==> config.mk <==
export PLATFORM = sky130hd
export DESIGN_NAME = paged_band_line_plotter_unit
export DESIGN_NICKNAME = d
export VERILOG_FILES = /design/src/hw/rtl/pbl_pkg.sv /design/src/hw/rtl/paged_band_line_plotter_unit.sv
export SDC_FILE = /design/constraint.sdc
export NUM_CORES = 2
export LEC_CHECK = 0
export ABC_AREA = 1
export BUFFER_PORTS_ARGS = -buffer_cell sky130_fd_sc_hd__buf_4
export CORE_MARGIN = 2
export CORE_UTILIZATION = 55
export DETAILED_ROUTE_END_ITERATION = 8
export PLACE_DENSITY = 0.71
export SETUP_SLACK_MARGIN = 0.2
export SYNTH_ARGS = -nofsm -noshare
export SYNTH_HDL_FRONTEND = slang
export SYNTH_SLANG_ARGS = --single-unit
==> constraint.sdc <==
create_clock -name clock -period 12.5 [get_ports clock]
set_input_delay 1.25 -clock clock [delete_from_list [all_inputs] [get_ports clock]]
set_output_delay 1.25 -clock clock [all_outputs]
set_load 0.01 [all_outputs]
==> src/hw/rtl/pbl_pkg.sv <==
`timescale 1ns / 1ps
package pbl_pkg;

   localparam int SCREEN_WIDTH        = 128;
   localparam int SCREEN_HEIGHT_DEF   = 64;
   localparam int PAGE_COUNT_DEF      = 8;

   localparam int BAND_COLS   = 128;
   localparam int COLS_PER_ROW = 4;
   localparam int BAND_ROWS   = BAND_COLS / COLS_PER_ROW;
   localparam int ROW_W       = $clog2(BAND_ROWS);
   localparam int LANE_W      = $clog2(COLS_PER_ROW);
   localparam int ROW_BITS    = 8 * COLS_PER_ROW;
   localparam int BIT_IDX_W   = $clog2(ROW_BITS);

   localparam int IN_COORD_W  = 12;
   localparam int COORD_W     = IN_COORD_W + 1;
   localparam int ERR_W       = COORD_W + 1;
   localparam int PAGE_CNT_W  = 4;
   localparam int PAGE_NUM_W  = 3;

   typedef enum logic [1:0] {
      CMD_START = 2'd0,
      CMD_PIXEL = 2'd1,
      CMD_LINE  = 2'd2,
      CMD_FLUSH = 2'd3
   } cmd_type;

   localparam logic [1:0] COLOR_CLEAR  = 2'd0;
   localparam logic [1:0] COLOR_SET    = 2'd1;
   localparam logic [1:0] COLOR_INVERT = 2'd2;

   localparam logic [1:0] ROT_0   = 2'd0;
   localparam logic [1:0] ROT_90  = 2'd1;
   localparam logic [1:0] ROT_180 = 2'd2;
   localparam logic [1:0] ROT_270 = 2'd3;

   typedef struct packed {
      cmd_type                       cmd;
      logic signed [IN_COORD_W-1:0]  x_start;
      logic signed [IN_COORD_W-1:0]  y_start;
      logic signed [IN_COORD_W-1:0]  x_end;
      logic signed [IN_COORD_W-1:0]  y_end;
      logic [1:0]                    color;
   } req_type;

   typedef struct packed {
      logic [PAGE_NUM_W-1:0] page_number;
      logic [ROW_W-1:0]      chunk_index;
      logic [ROW_BITS-1:0]   chunk_bytes;
      logic                  last_chunk;
      logic                  frame_done;
   } rsp_type;

endpackage

==> src/hw/rtl/paged_band_line_plotter_unit.sv <==
`timescale 1ns / 1ps
// Paged band plotter for a 128-column monochrome page-mode display.
// One band of 128 columns by 8 rows is kept in a 32 x 32-bit memory, one
// word per group of four columns. Software draws the whole picture once per
// page; pixels off the current page or off the rotated screen are dropped.
// Input channel (req_): one command per transaction: start frame, plot pixel,
// draw line, flush. req_stall is high while a command is being worked on.
// Result channel (rsp_): a flush returns 32 chunk transactions, chunk 0 first.
// Start frame does not leave idle, so it never stalls the input. A pixel is
// accepted, passes the setup states ST_SETUP_ABS and ST_SETUP_ORDER, then
// ST_PLOT, and adds ST_WRITE if it hits the page; a line takes the same setup,
// then ST_PLOT, plus ST_WRITE on a hit, for each pixel along its major axis.
// ST_PLOT reads the word and ST_WRITE writes it back (registered read data).
// During a flush each chunk is read into the memory read register and then
// loaded into the output register; while rsp_stall is low one chunk follows per
// cycle; a stalled chunk holds in the output register and the memory walk pauses
// until it is taken.
// Reset (synchronous, active high) zeroes the band through per-word valid
// bits at once, sets page 0 and rotation 0; no clearing pass is needed.
// csr_we writes the rotation register; write it only while idle.
module paged_band_line_plotter_unit #(
   parameter int SCREEN_HEIGHT = pbl_pkg::SCREEN_HEIGHT_DEF,
   parameter int PAGE_COUNT    = pbl_pkg::PAGE_COUNT_DEF
) (
   input  logic             clock,
   input  logic             reset,
   input  logic             req_valid,
   output logic             req_stall,
   input  pbl_pkg::req_type req_data,
   output logic             rsp_valid,
   input  logic             rsp_stall,
   output pbl_pkg::rsp_type rsp_data,
   input  logic             csr_we,
   input  logic [1:0]       csr_wdata
);
   import pbl_pkg::*;

   localparam logic signed [COORD_W-1:0] ONE_C     = COORD_W'(1);
   localparam logic signed [COORD_W-1:0] MINUS_ONE = -ONE_C;
   localparam logic signed [COORD_W-1:0] WIDTH_C   = COORD_W'(SCREEN_WIDTH);
   localparam logic signed [COORD_W-1:0] HEIGHT_C  = COORD_W'(SCREEN_HEIGHT);
   localparam logic signed [COORD_W-1:0] XMAX_C    = COORD_W'(SCREEN_WIDTH - 1);
   localparam logic signed [COORD_W-1:0] YMAX_C    = COORD_W'(SCREEN_HEIGHT - 1);
   localparam logic [PAGE_CNT_W-1:0]     PAGES_C   = PAGE_CNT_W'(PAGE_COUNT);
   localparam logic [ROW_W-1:0]          LAST_ROW  = ROW_W'(BAND_ROWS - 1);

   typedef enum logic [2:0] {
      ST_IDLE,
      ST_SETUP_ABS,
      ST_SETUP_ORDER,
      ST_PLOT,
      ST_WRITE,
      ST_FLUSH
   } state_type;

   // band memory
   logic [ROW_BITS-1:0] band_mem [BAND_ROWS];
   logic [ROW_BITS-1:0] rd_data_ff;

   state_type state_ff, state_in;
   logic [1:0] rotation_ff, rotation_in;
   logic [PAGE_CNT_W-1:0] page_cnt_ff, page_cnt_in;
   logic [BAND_ROWS-1:0] row_valid_ff, row_valid_in;
   logic rd_valid_ff, rd_valid_in;

   logic signed [COORD_W-1:0] xs_ff, xs_in, ys_ff, ys_in, xe_ff, xe_in, ye_ff, ye_in;
   logic [1:0] color_ff, color_in;
   logic [COORD_W-1:0] adx_ff, adx_in, ady_ff, ady_in, dx_ff, dx_in, dy_ff, dy_in;
   logic steep_ff, steep_in, ystep_neg_ff, ystep_neg_in;
   logic signed [COORD_W-1:0] x0_ff, x0_in, y0_ff, y0_in, x1_ff, x1_in;
   logic signed [ERR_W-1:0] err_ff, err_in;
   logic last_ff, last_in;
   logic [LANE_W-1:0] lane_ff, lane_in;
   logic [2:0] bit_row_ff, bit_row_in;
   logic [ROW_W-1:0] addr_ff, addr_in;

   logic [PAGE_NUM_W-1:0] flush_page_ff, flush_page_in;
   logic flush_done_ff, flush_done_in;
   logic [ROW_W-1:0] chunk_ff, chunk_in;

   logic rsp_valid_ff, rsp_valid_in;
   rsp_type rsp_data_ff, rsp_data_in;

   // memory port controls
   logic mem_re, mem_we;
   logic [ROW_W-1:0] mem_raddr;
   logic [ROW_BITS-1:0] mem_wdata;
   logic rsp_load;

   // datapath temporaries
   logic signed [COORD_W-1:0] ddx, ddy;
   logic [COORD_W-1:0] dmaj;
   logic signed [COORD_W-1:0] a0, a1, b0, b1;
   logic signed [COORD_W-1:0] plot_x, plot_y, lim_w, lim_h, px_c, py_c;
   logic in_bounds, on_page, hit;
   logic signed [ERR_W-1:0] err_sub;
   logic [ROW_BITS-1:0] word_c, bit_mask;
   logic [BIT_IDX_W-1:0] bit_idx;
   logic [PAGE_CNT_W-1:0] next_page;
   logic accept;

   assign accept    = req_valid && !req_stall;
   assign req_stall = (state_ff != ST_IDLE);
   assign rsp_valid = rsp_valid_ff;
   assign rsp_data  = rsp_data_ff;

   always_comb begin
      state_in      = state_ff;
      rotation_in   = csr_we ? csr_wdata : rotation_ff;
      page_cnt_in   = page_cnt_ff;
      row_valid_in  = row_valid_ff;
      rd_valid_in   = rd_valid_ff;
      xs_in = xs_ff; ys_in = ys_ff; xe_in = xe_ff; ye_in = ye_ff;
      color_in      = color_ff;
      adx_in = adx_ff; ady_in = ady_ff; dx_in = dx_ff; dy_in = dy_ff;
      steep_in      = steep_ff;
      ystep_neg_in  = ystep_neg_ff;
      x0_in = x0_ff; y0_in = y0_ff; x1_in = x1_ff;
      err_in        = err_ff;
      last_in       = last_ff;
      lane_in       = lane_ff;
      bit_row_in    = bit_row_ff;
      addr_in       = addr_ff;
      flush_page_in = flush_page_ff;
      flush_done_in = flush_done_ff;
      chunk_in      = chunk_ff;
      rsp_data_in   = rsp_data_ff;
      mem_re        = 1'b0;
      mem_we        = 1'b0;
      mem_raddr     = addr_ff;
      rsp_load      = 1'b0;

      ddx  = xe_ff - xs_ff;
      ddy  = ye_ff - ys_ff;
      dmaj = steep_ff ? ady_ff : adx_ff;
      a0   = steep_ff ? ys_ff : xs_ff;
      b0   = steep_ff ? xs_ff : ys_ff;
      a1   = steep_ff ? ye_ff : xe_ff;
      b1   = steep_ff ? xe_ff : ye_ff;

      // current pixel: clip to the rotated size, then map to the panel
      plot_x = steep_ff ? y0_ff : x0_ff;
      plot_y = steep_ff ? x0_ff : y0_ff;
      lim_w  = rotation_ff[0] ? HEIGHT_C : WIDTH_C;
      lim_h  = rotation_ff[0] ? WIDTH_C : HEIGHT_C;
      in_bounds = (plot_x >= 0) && (plot_x < lim_w) && (plot_y >= 0) && (plot_y < lim_h);
      unique case (rotation_ff)
         ROT_90:  begin px_c = XMAX_C - plot_y; py_c = plot_x;          end
         ROT_180: begin px_c = XMAX_C - plot_x; py_c = YMAX_C - plot_y; end
         ROT_270: begin px_c = plot_y;          py_c = YMAX_C - plot_x; end
         default: begin px_c = plot_x;          py_c = plot_y;          end
      endcase
      on_page = (py_c[COORD_W-1:3] ==
                 {{(COORD_W - 3 - PAGE_CNT_W){1'b0}}, page_cnt_ff});
      hit     = in_bounds && on_page;
      err_sub = err_ff - $signed({1'b0, dy_ff});

      word_c   = rd_valid_ff ? rd_data_ff : '0;
      bit_idx  = {lane_ff, bit_row_ff};
      bit_mask = ROW_BITS'(1) << bit_idx;
      case (color_ff)
         COLOR_CLEAR:  mem_wdata = word_c & ~bit_mask;
         COLOR_SET:    mem_wdata = word_c | bit_mask;
         COLOR_INVERT: mem_wdata = word_c ^ bit_mask;
         default:      mem_wdata = word_c;
      endcase

      next_page = (page_cnt_ff < PAGES_C) ? page_cnt_ff + PAGE_CNT_W'(1) : page_cnt_ff;

      unique case (state_ff)
         ST_IDLE: begin
            if (accept) begin
               xs_in    = {req_data.x_start[IN_COORD_W-1], req_data.x_start};
               ys_in    = {req_data.y_start[IN_COORD_W-1], req_data.y_start};
               color_in = req_data.color;
               unique case (req_data.cmd)
                  CMD_START: begin
                     page_cnt_in  = '0;
                     row_valid_in = '0;
                  end
                  CMD_PIXEL: begin
                     // a pixel is a line from the point to itself
                     xe_in    = {req_data.x_start[IN_COORD_W-1], req_data.x_start};
                     ye_in    = {req_data.y_start[IN_COORD_W-1], req_data.y_start};
                     state_in = ST_SETUP_ABS;
                  end
                  CMD_LINE: begin
                     xe_in    = {req_data.x_end[IN_COORD_W-1], req_data.x_end};
                     ye_in    = {req_data.y_end[IN_COORD_W-1], req_data.y_end};
                     state_in = ST_SETUP_ABS;
                  end
                  CMD_FLUSH: begin
                     flush_page_in = page_cnt_ff[PAGE_NUM_W-1:0];
                     page_cnt_in   = next_page;
                     flush_done_in = (next_page >= PAGES_C);
                     chunk_in      = '0;
                     addr_in       = '0;
                     mem_re        = 1'b1;
                     mem_raddr     = '0;
                     state_in      = ST_FLUSH;
                  end
                  default: ;
               endcase
            end
         end
         ST_SETUP_ABS: begin
            adx_in   = (ddx < 0) ? COORD_W'(-ddx) : COORD_W'(ddx);
            ady_in   = (ddy < 0) ? COORD_W'(-ddy) : COORD_W'(ddy);
            steep_in = (((ddy < 0) ? -ddy : ddy) > ((ddx < 0) ? -ddx : ddx));
            state_in = ST_SETUP_ORDER;
         end
         ST_SETUP_ORDER: begin
            dx_in  = dmaj;
            dy_in  = steep_ff ? adx_ff : ady_ff;
            err_in = $signed({1'b0, dmaj}) >>> 1;
            if (a0 > a1) begin
               x0_in = a1; y0_in = b1; x1_in = a0;
               ystep_neg_in = !(b1 < b0);
            end else begin
               x0_in = a0; y0_in = b0; x1_in = a1;
               ystep_neg_in = !(b0 < b1);
            end
            state_in = ST_PLOT;
         end
         ST_PLOT: begin
            last_in = (x0_ff == x1_ff);
            x0_in   = x0_ff + ONE_C;
            if (err_sub < 0) begin
               y0_in  = y0_ff + (ystep_neg_ff ? MINUS_ONE : ONE_C);
               err_in = err_sub + $signed({1'b0, dx_ff});
            end else begin
               err_in = err_sub;
            end
            if (hit) begin
               addr_in    = px_c[LANE_W +: ROW_W];
               lane_in    = px_c[LANE_W-1:0];
               bit_row_in = py_c[2:0];
               mem_re     = 1'b1;
               mem_raddr  = px_c[LANE_W +: ROW_W];
               state_in   = ST_WRITE;
            end else if (x0_ff == x1_ff) begin
               state_in = ST_IDLE;
            end
         end
         ST_WRITE: begin
            // the read of this word finished last cycle; no other access overlaps
            mem_we                = 1'b1;
            row_valid_in[addr_ff] = 1'b1;
            state_in              = last_ff ? ST_IDLE : ST_PLOT;
         end
         ST_FLUSH: begin
            if (!rsp_valid_ff || !rsp_stall) begin
               rsp_load                = 1'b1;
               rsp_data_in.page_number = flush_page_ff;
               rsp_data_in.chunk_index = chunk_ff;
               rsp_data_in.chunk_bytes = word_c;
               rsp_data_in.last_chunk  = (chunk_ff == LAST_ROW);
               rsp_data_in.frame_done  = flush_done_ff;
               if (chunk_ff == LAST_ROW) begin
                  if (!flush_done_ff) begin
                     row_valid_in = '0;
                  end
                  state_in = ST_IDLE;
               end else begin
                  chunk_in  = chunk_ff + ROW_W'(1);
                  addr_in   = chunk_ff + ROW_W'(1);
                  mem_re    = 1'b1;
                  mem_raddr = chunk_ff + ROW_W'(1);
               end
            end
         end
         default: state_in = ST_IDLE;
      endcase

      if (mem_re) begin
         rd_valid_in = row_valid_ff[mem_raddr];
      end
      rsp_valid_in = rsp_load || (rsp_valid_ff && rsp_stall);
   end

   always_ff @(posedge clock) begin
      if (reset) begin
         state_ff     <= ST_IDLE;
         rotation_ff  <= ROT_0;
         page_cnt_ff  <= '0;
         row_valid_ff <= '0;
         rsp_valid_ff <= 1'b0;
      end else begin
         state_ff     <= state_in;
         rotation_ff  <= rotation_in;
         page_cnt_ff  <= page_cnt_in;
         row_valid_ff <= row_valid_in;
         rsp_valid_ff <= rsp_valid_in;
      end
      rd_valid_ff   <= rd_valid_in;
      xs_ff <= xs_in; ys_ff <= ys_in; xe_ff <= xe_in; ye_ff <= ye_in;
      color_ff      <= color_in;
      adx_ff <= adx_in; ady_ff <= ady_in; dx_ff <= dx_in; dy_ff <= dy_in;
      steep_ff      <= steep_in;
      ystep_neg_ff  <= ystep_neg_in;
      x0_ff <= x0_in; y0_ff <= y0_in; x1_ff <= x1_in;
      err_ff        <= err_in;
      last_ff       <= last_in;
      lane_ff       <= lane_in;
      bit_row_ff    <= bit_row_in;
      addr_ff       <= addr_in;
      flush_page_ff <= flush_page_in;
      flush_done_ff <= flush_done_in;
      chunk_ff      <= chunk_in;
      rsp_data_ff   <= rsp_data_in;
   end

   always_ff @(posedge clock) begin
      if (mem_we) begin
         band_mem[addr_ff] <= mem_wdata;
      end
      if (mem_re) begin
         rd_data_ff <= band_mem[mem_raddr];
      end
   end

   a_port_excl: assert property (@(posedge clock) disable iff (reset)
      !(mem_we && mem_re))
      else $error("band memory read and write in the same cycle");

   a_rmw_order: assert property (@(posedge clock) disable iff (reset)
      mem_we |-> $past(mem_re))
      else $error("band write without a preceding read");

   a_page_range: assert property (@(posedge clock) disable iff (reset)
      page_cnt_ff <= PAGES_C)
      else $error("page counter beyond page count");

   a_no_overwrite: assert property (@(posedge clock) disable iff (reset)
      (rsp_valid_ff && rsp_stall) |-> !rsp_load)
      else $error("stalled chunk overwritten");

   a_flush_end: assert property (@(posedge clock) disable iff (reset)
      (rsp_load && chunk_ff == LAST_ROW) |=> (state_ff == ST_IDLE))
      else $error("flush did not end after the last chunk");

endmodule

==> flow_metrics.tcl <==
set metrics [dict create \
    fp-row-count 125 \
    gr-usage-met1_pct 39.3 \
    status "finished clean" \
    synth-simple-area-share_pct 21.7 \
    hold_class "reg2reg" \
    synth_cell_types 53 \
    gp_congestion 0.869 \
    ant_nets 0 \
    antenna_found_initial 0 \
    ys_ff_latch 1317 \
    worst_r2r_endpoint "rd_data_ff[0]$_DFFE_PP_" \
    crit_required_ps 13000 \
    drt_first_pass_iters 7 \
    regToRegSetupSlack_ps 5950 \
    grtUsageMet3_pct 4.92 \
    syn_area_per_cell_um2 10.1 \
    r2r_start "steep_ff$_DFFE_PP_" \
    drcViolationCount 0 \
    met2_usage_pct 48.3 \
    io_pins 103 \
    synth_top_family_by_area "simple AND/OR/NAND/NOR gates" \
    first_iter_violations 5829 \
    slew_viol_final 0 \
    synthFlopType "edfxtp_1" \
    end_kind "flop" \
    root_buffer "clkbuf_16" \
    max_clock_freq_mhz 153 \
    seq_area_frac_synth_pct 60.3 \
    start_util_pct 55.6 \
    syn-cell-area_um2 64800 \
    vias 47100 \
    clock_latency_ps 770 \
    htree_num_levels 4 \
    synth.most_common_cell "edfxtp_1" \
    synth_top_area_share_pct 58.9 \
    cts_buffers 138 \
    path_clk_slew_ps 60 \
    synth_fa_ha_area_share_pct 3.53 \
    grt_pass1_vias 44500 \
    fin_skew_ps 26.6 \
    postCtsHoldBufs 0 \
    nets 6611 \
    gr-max-usage-layer "met2" \
    synthMuxAreaShare_pct 0.463 \
    core-area_um2 117000 \
    synth_enable_flop_cells 1270 \
    worst_slew_pin_slew_ps 1350 \
    grt_first_pass_wirelength_mm 273 \
    crit_type "reg2reg" \
    yosys-top-cells-count "edfxtp_1, nand3_1, nand2_1" \
    overflow 0 \
    yosys.area.top_type "edfxtp_1" \
    via_per_inst 5.88 \
    slew-limit-headroom_pct 9.73 \
    cts_resized 0 \
    synth_compound_area_share_pct 3.79 \
    rsz0062_at_grt "no" \
    startpoint "steep_ff$_DFFE_PP_" \
    finalCritPeriodShare_pct 52.4 \
    cp-start-kind "flop" \
    synthXorXnorAreaFrac_pct 1.19 \
    syn_inst 6411 \
    finalCriticalPeriod_ps 6550 \
    hold_violations 0 \
    globalRouteTotalUtil_pct 29.8 \
    die_w_um 347 \
    post-cts-setup-buffer-count 0 \
    dp_hpwl_mm 98.6 \
    syn-num-nets 6650 \
    ys_warn_count 0 \
    port_buffers 102 \
    die_y_um 347 \
    crit_fanout 106 \
    synth.area.top_cells "edfxtp_1, nand3_1, nand2_1" \
    wl_per_cell_um 22.6 \
    grt_max_degree 209 \
    setup_viol 0 \
    async_flop_share_pct 0 \
    endpoint "rd_data_ff[0]$_DFFE_PP_" \
    crit_arrival_ps 7060 \
    wl_mm 181 \
    r2r_cells 26 \
    drive_gt1_share_pct 7.61 \
    drv_cap 0 \
    numClockSinks 1317 \
    area_delta_synth_final_pct 9.56 \
    setup_tns_ps 0 \
    clock_path_buffers 3 \
    cts_tree "done" \
    die_area_um2 121000 \
]
==> metrics by stage <==
step	utilization (%)	worst slack [ps]	cell area, µm²	hold slack (ps)	instances
floorplan	-	7780	64800	400	6411
global placement	57.3	6160	66700	402	7755
detailed placement	57.3	6030	66700	405	7755
CTS	60.9	6020	71000	419	8004
global route	60.9	5440	71000	441	8005
finish	60.9	5950	71000	423	8006
==> logic make-up after synthesis <==
logic type	after synthesis
AND/OR/NAND/NOR	2966
XOR/XNOR	88
buffers and inverters	1398
multiplexers	27
flip-flops	1317
adder cells (fa/ha/maj)	180
AO/OA/AOI/OAI	435
==> registers in the layout (all words and copies together) (netlist names), 14 cells and up <==
signal and count:
err_ff 14, rsp_data 42, rd_data_ff 32, band_mem 1024
row_valid_ff 32
==> layout make-up <==
type | count | area (µm²)
Fill cell | 9240 | 45500
Sequential cell | 1317 | 39100
Multi-Input combinational cell | 3696 | 20300
Inverter | 1028 | 3870
Clock buffer | 184 | 3780
Tap cell | 1524 | 1910
Timing Repair Buffer | 191 | 1530
Clock inverter | 65 | 480
Antenna cell | 1 | 2.50
==> cell usage in the layout, fill, tap and decap left out, drive strengths merged, types with 5 or more instances in the layout <==
cell,n
xor2,57
nand2,1173
nor3,33
bufinv,5
nor2,159
ha,175
buf,191
edfxtp,1270
a21oi,123
a211oi,5
nand3b,322
nor4,9
mux2,24
clkinv,56
fa,5
dfxtp,47
xnor2,31
o21bai,8
a221oi,25
o211ai,25
clkbuf,184
o21ai,223
nand4,31
nand3,1233
inv,1030
==> worst max-delay path, stage by stage, from the launching register on <==
cell and delay, ps:
edfxtp_1 410, inv_2 740, nand2_1 140, and2_1 210, inv_1 60, ha_1 220, a21oi_1 140, ha_1 160
nand3b_1 80, nor2_1 90, nand3_1 70, nor2_1 90, nand2_1 90, nor2_4 160, nand2_2 130, nand2_1 100
nand3_2 110, nand2_8 560, buf_4 870, buf_4 900, nand3b_1 190, nand3_1 140, nand3_1 90, nand3_1 160
nand2_1 80, nand2_1 60, nand2_1 70
==> how the worst min path moves through the flow <==
stage	depth (start not counted)	from	slack, ps	end
floorplan	0	flush_page_ff[0]$_DFFE_PP_	400	rsp_data[39]$_DFFE_PP_
global placement	0	flush_page_ff[1]$_DFFE_PP_	400	rsp_data[40]$_DFFE_PP_
detailed placement	0	flush_page_ff[2]$_DFFE_PP_	400	rsp_data[41]$_DFFE_PP_
CTS	0	flush_page_ff[2]$_DFFE_PP_	420	rsp_data[41]$_DFFE_PP_
global route	0	flush_page_ff[1]$_DFFE_PP_	440	rsp_data[40]$_DFFE_PP_
finish	0	flush_page_ff[2]$_DFFE_PP_	420	rsp_data[41]$_DFFE_PP_
==> per-layer routing <==
metal  up-vias  part of all wire, %
met1     22600                   39
li1      21600                    -
met4         0                  5.3
met5         -                    0
met2      2279                   47
met3       587                  9.2
Power is not shown: default switching activity piles up to over one toggle a cycle in this logic, so the estimate is an artifact.
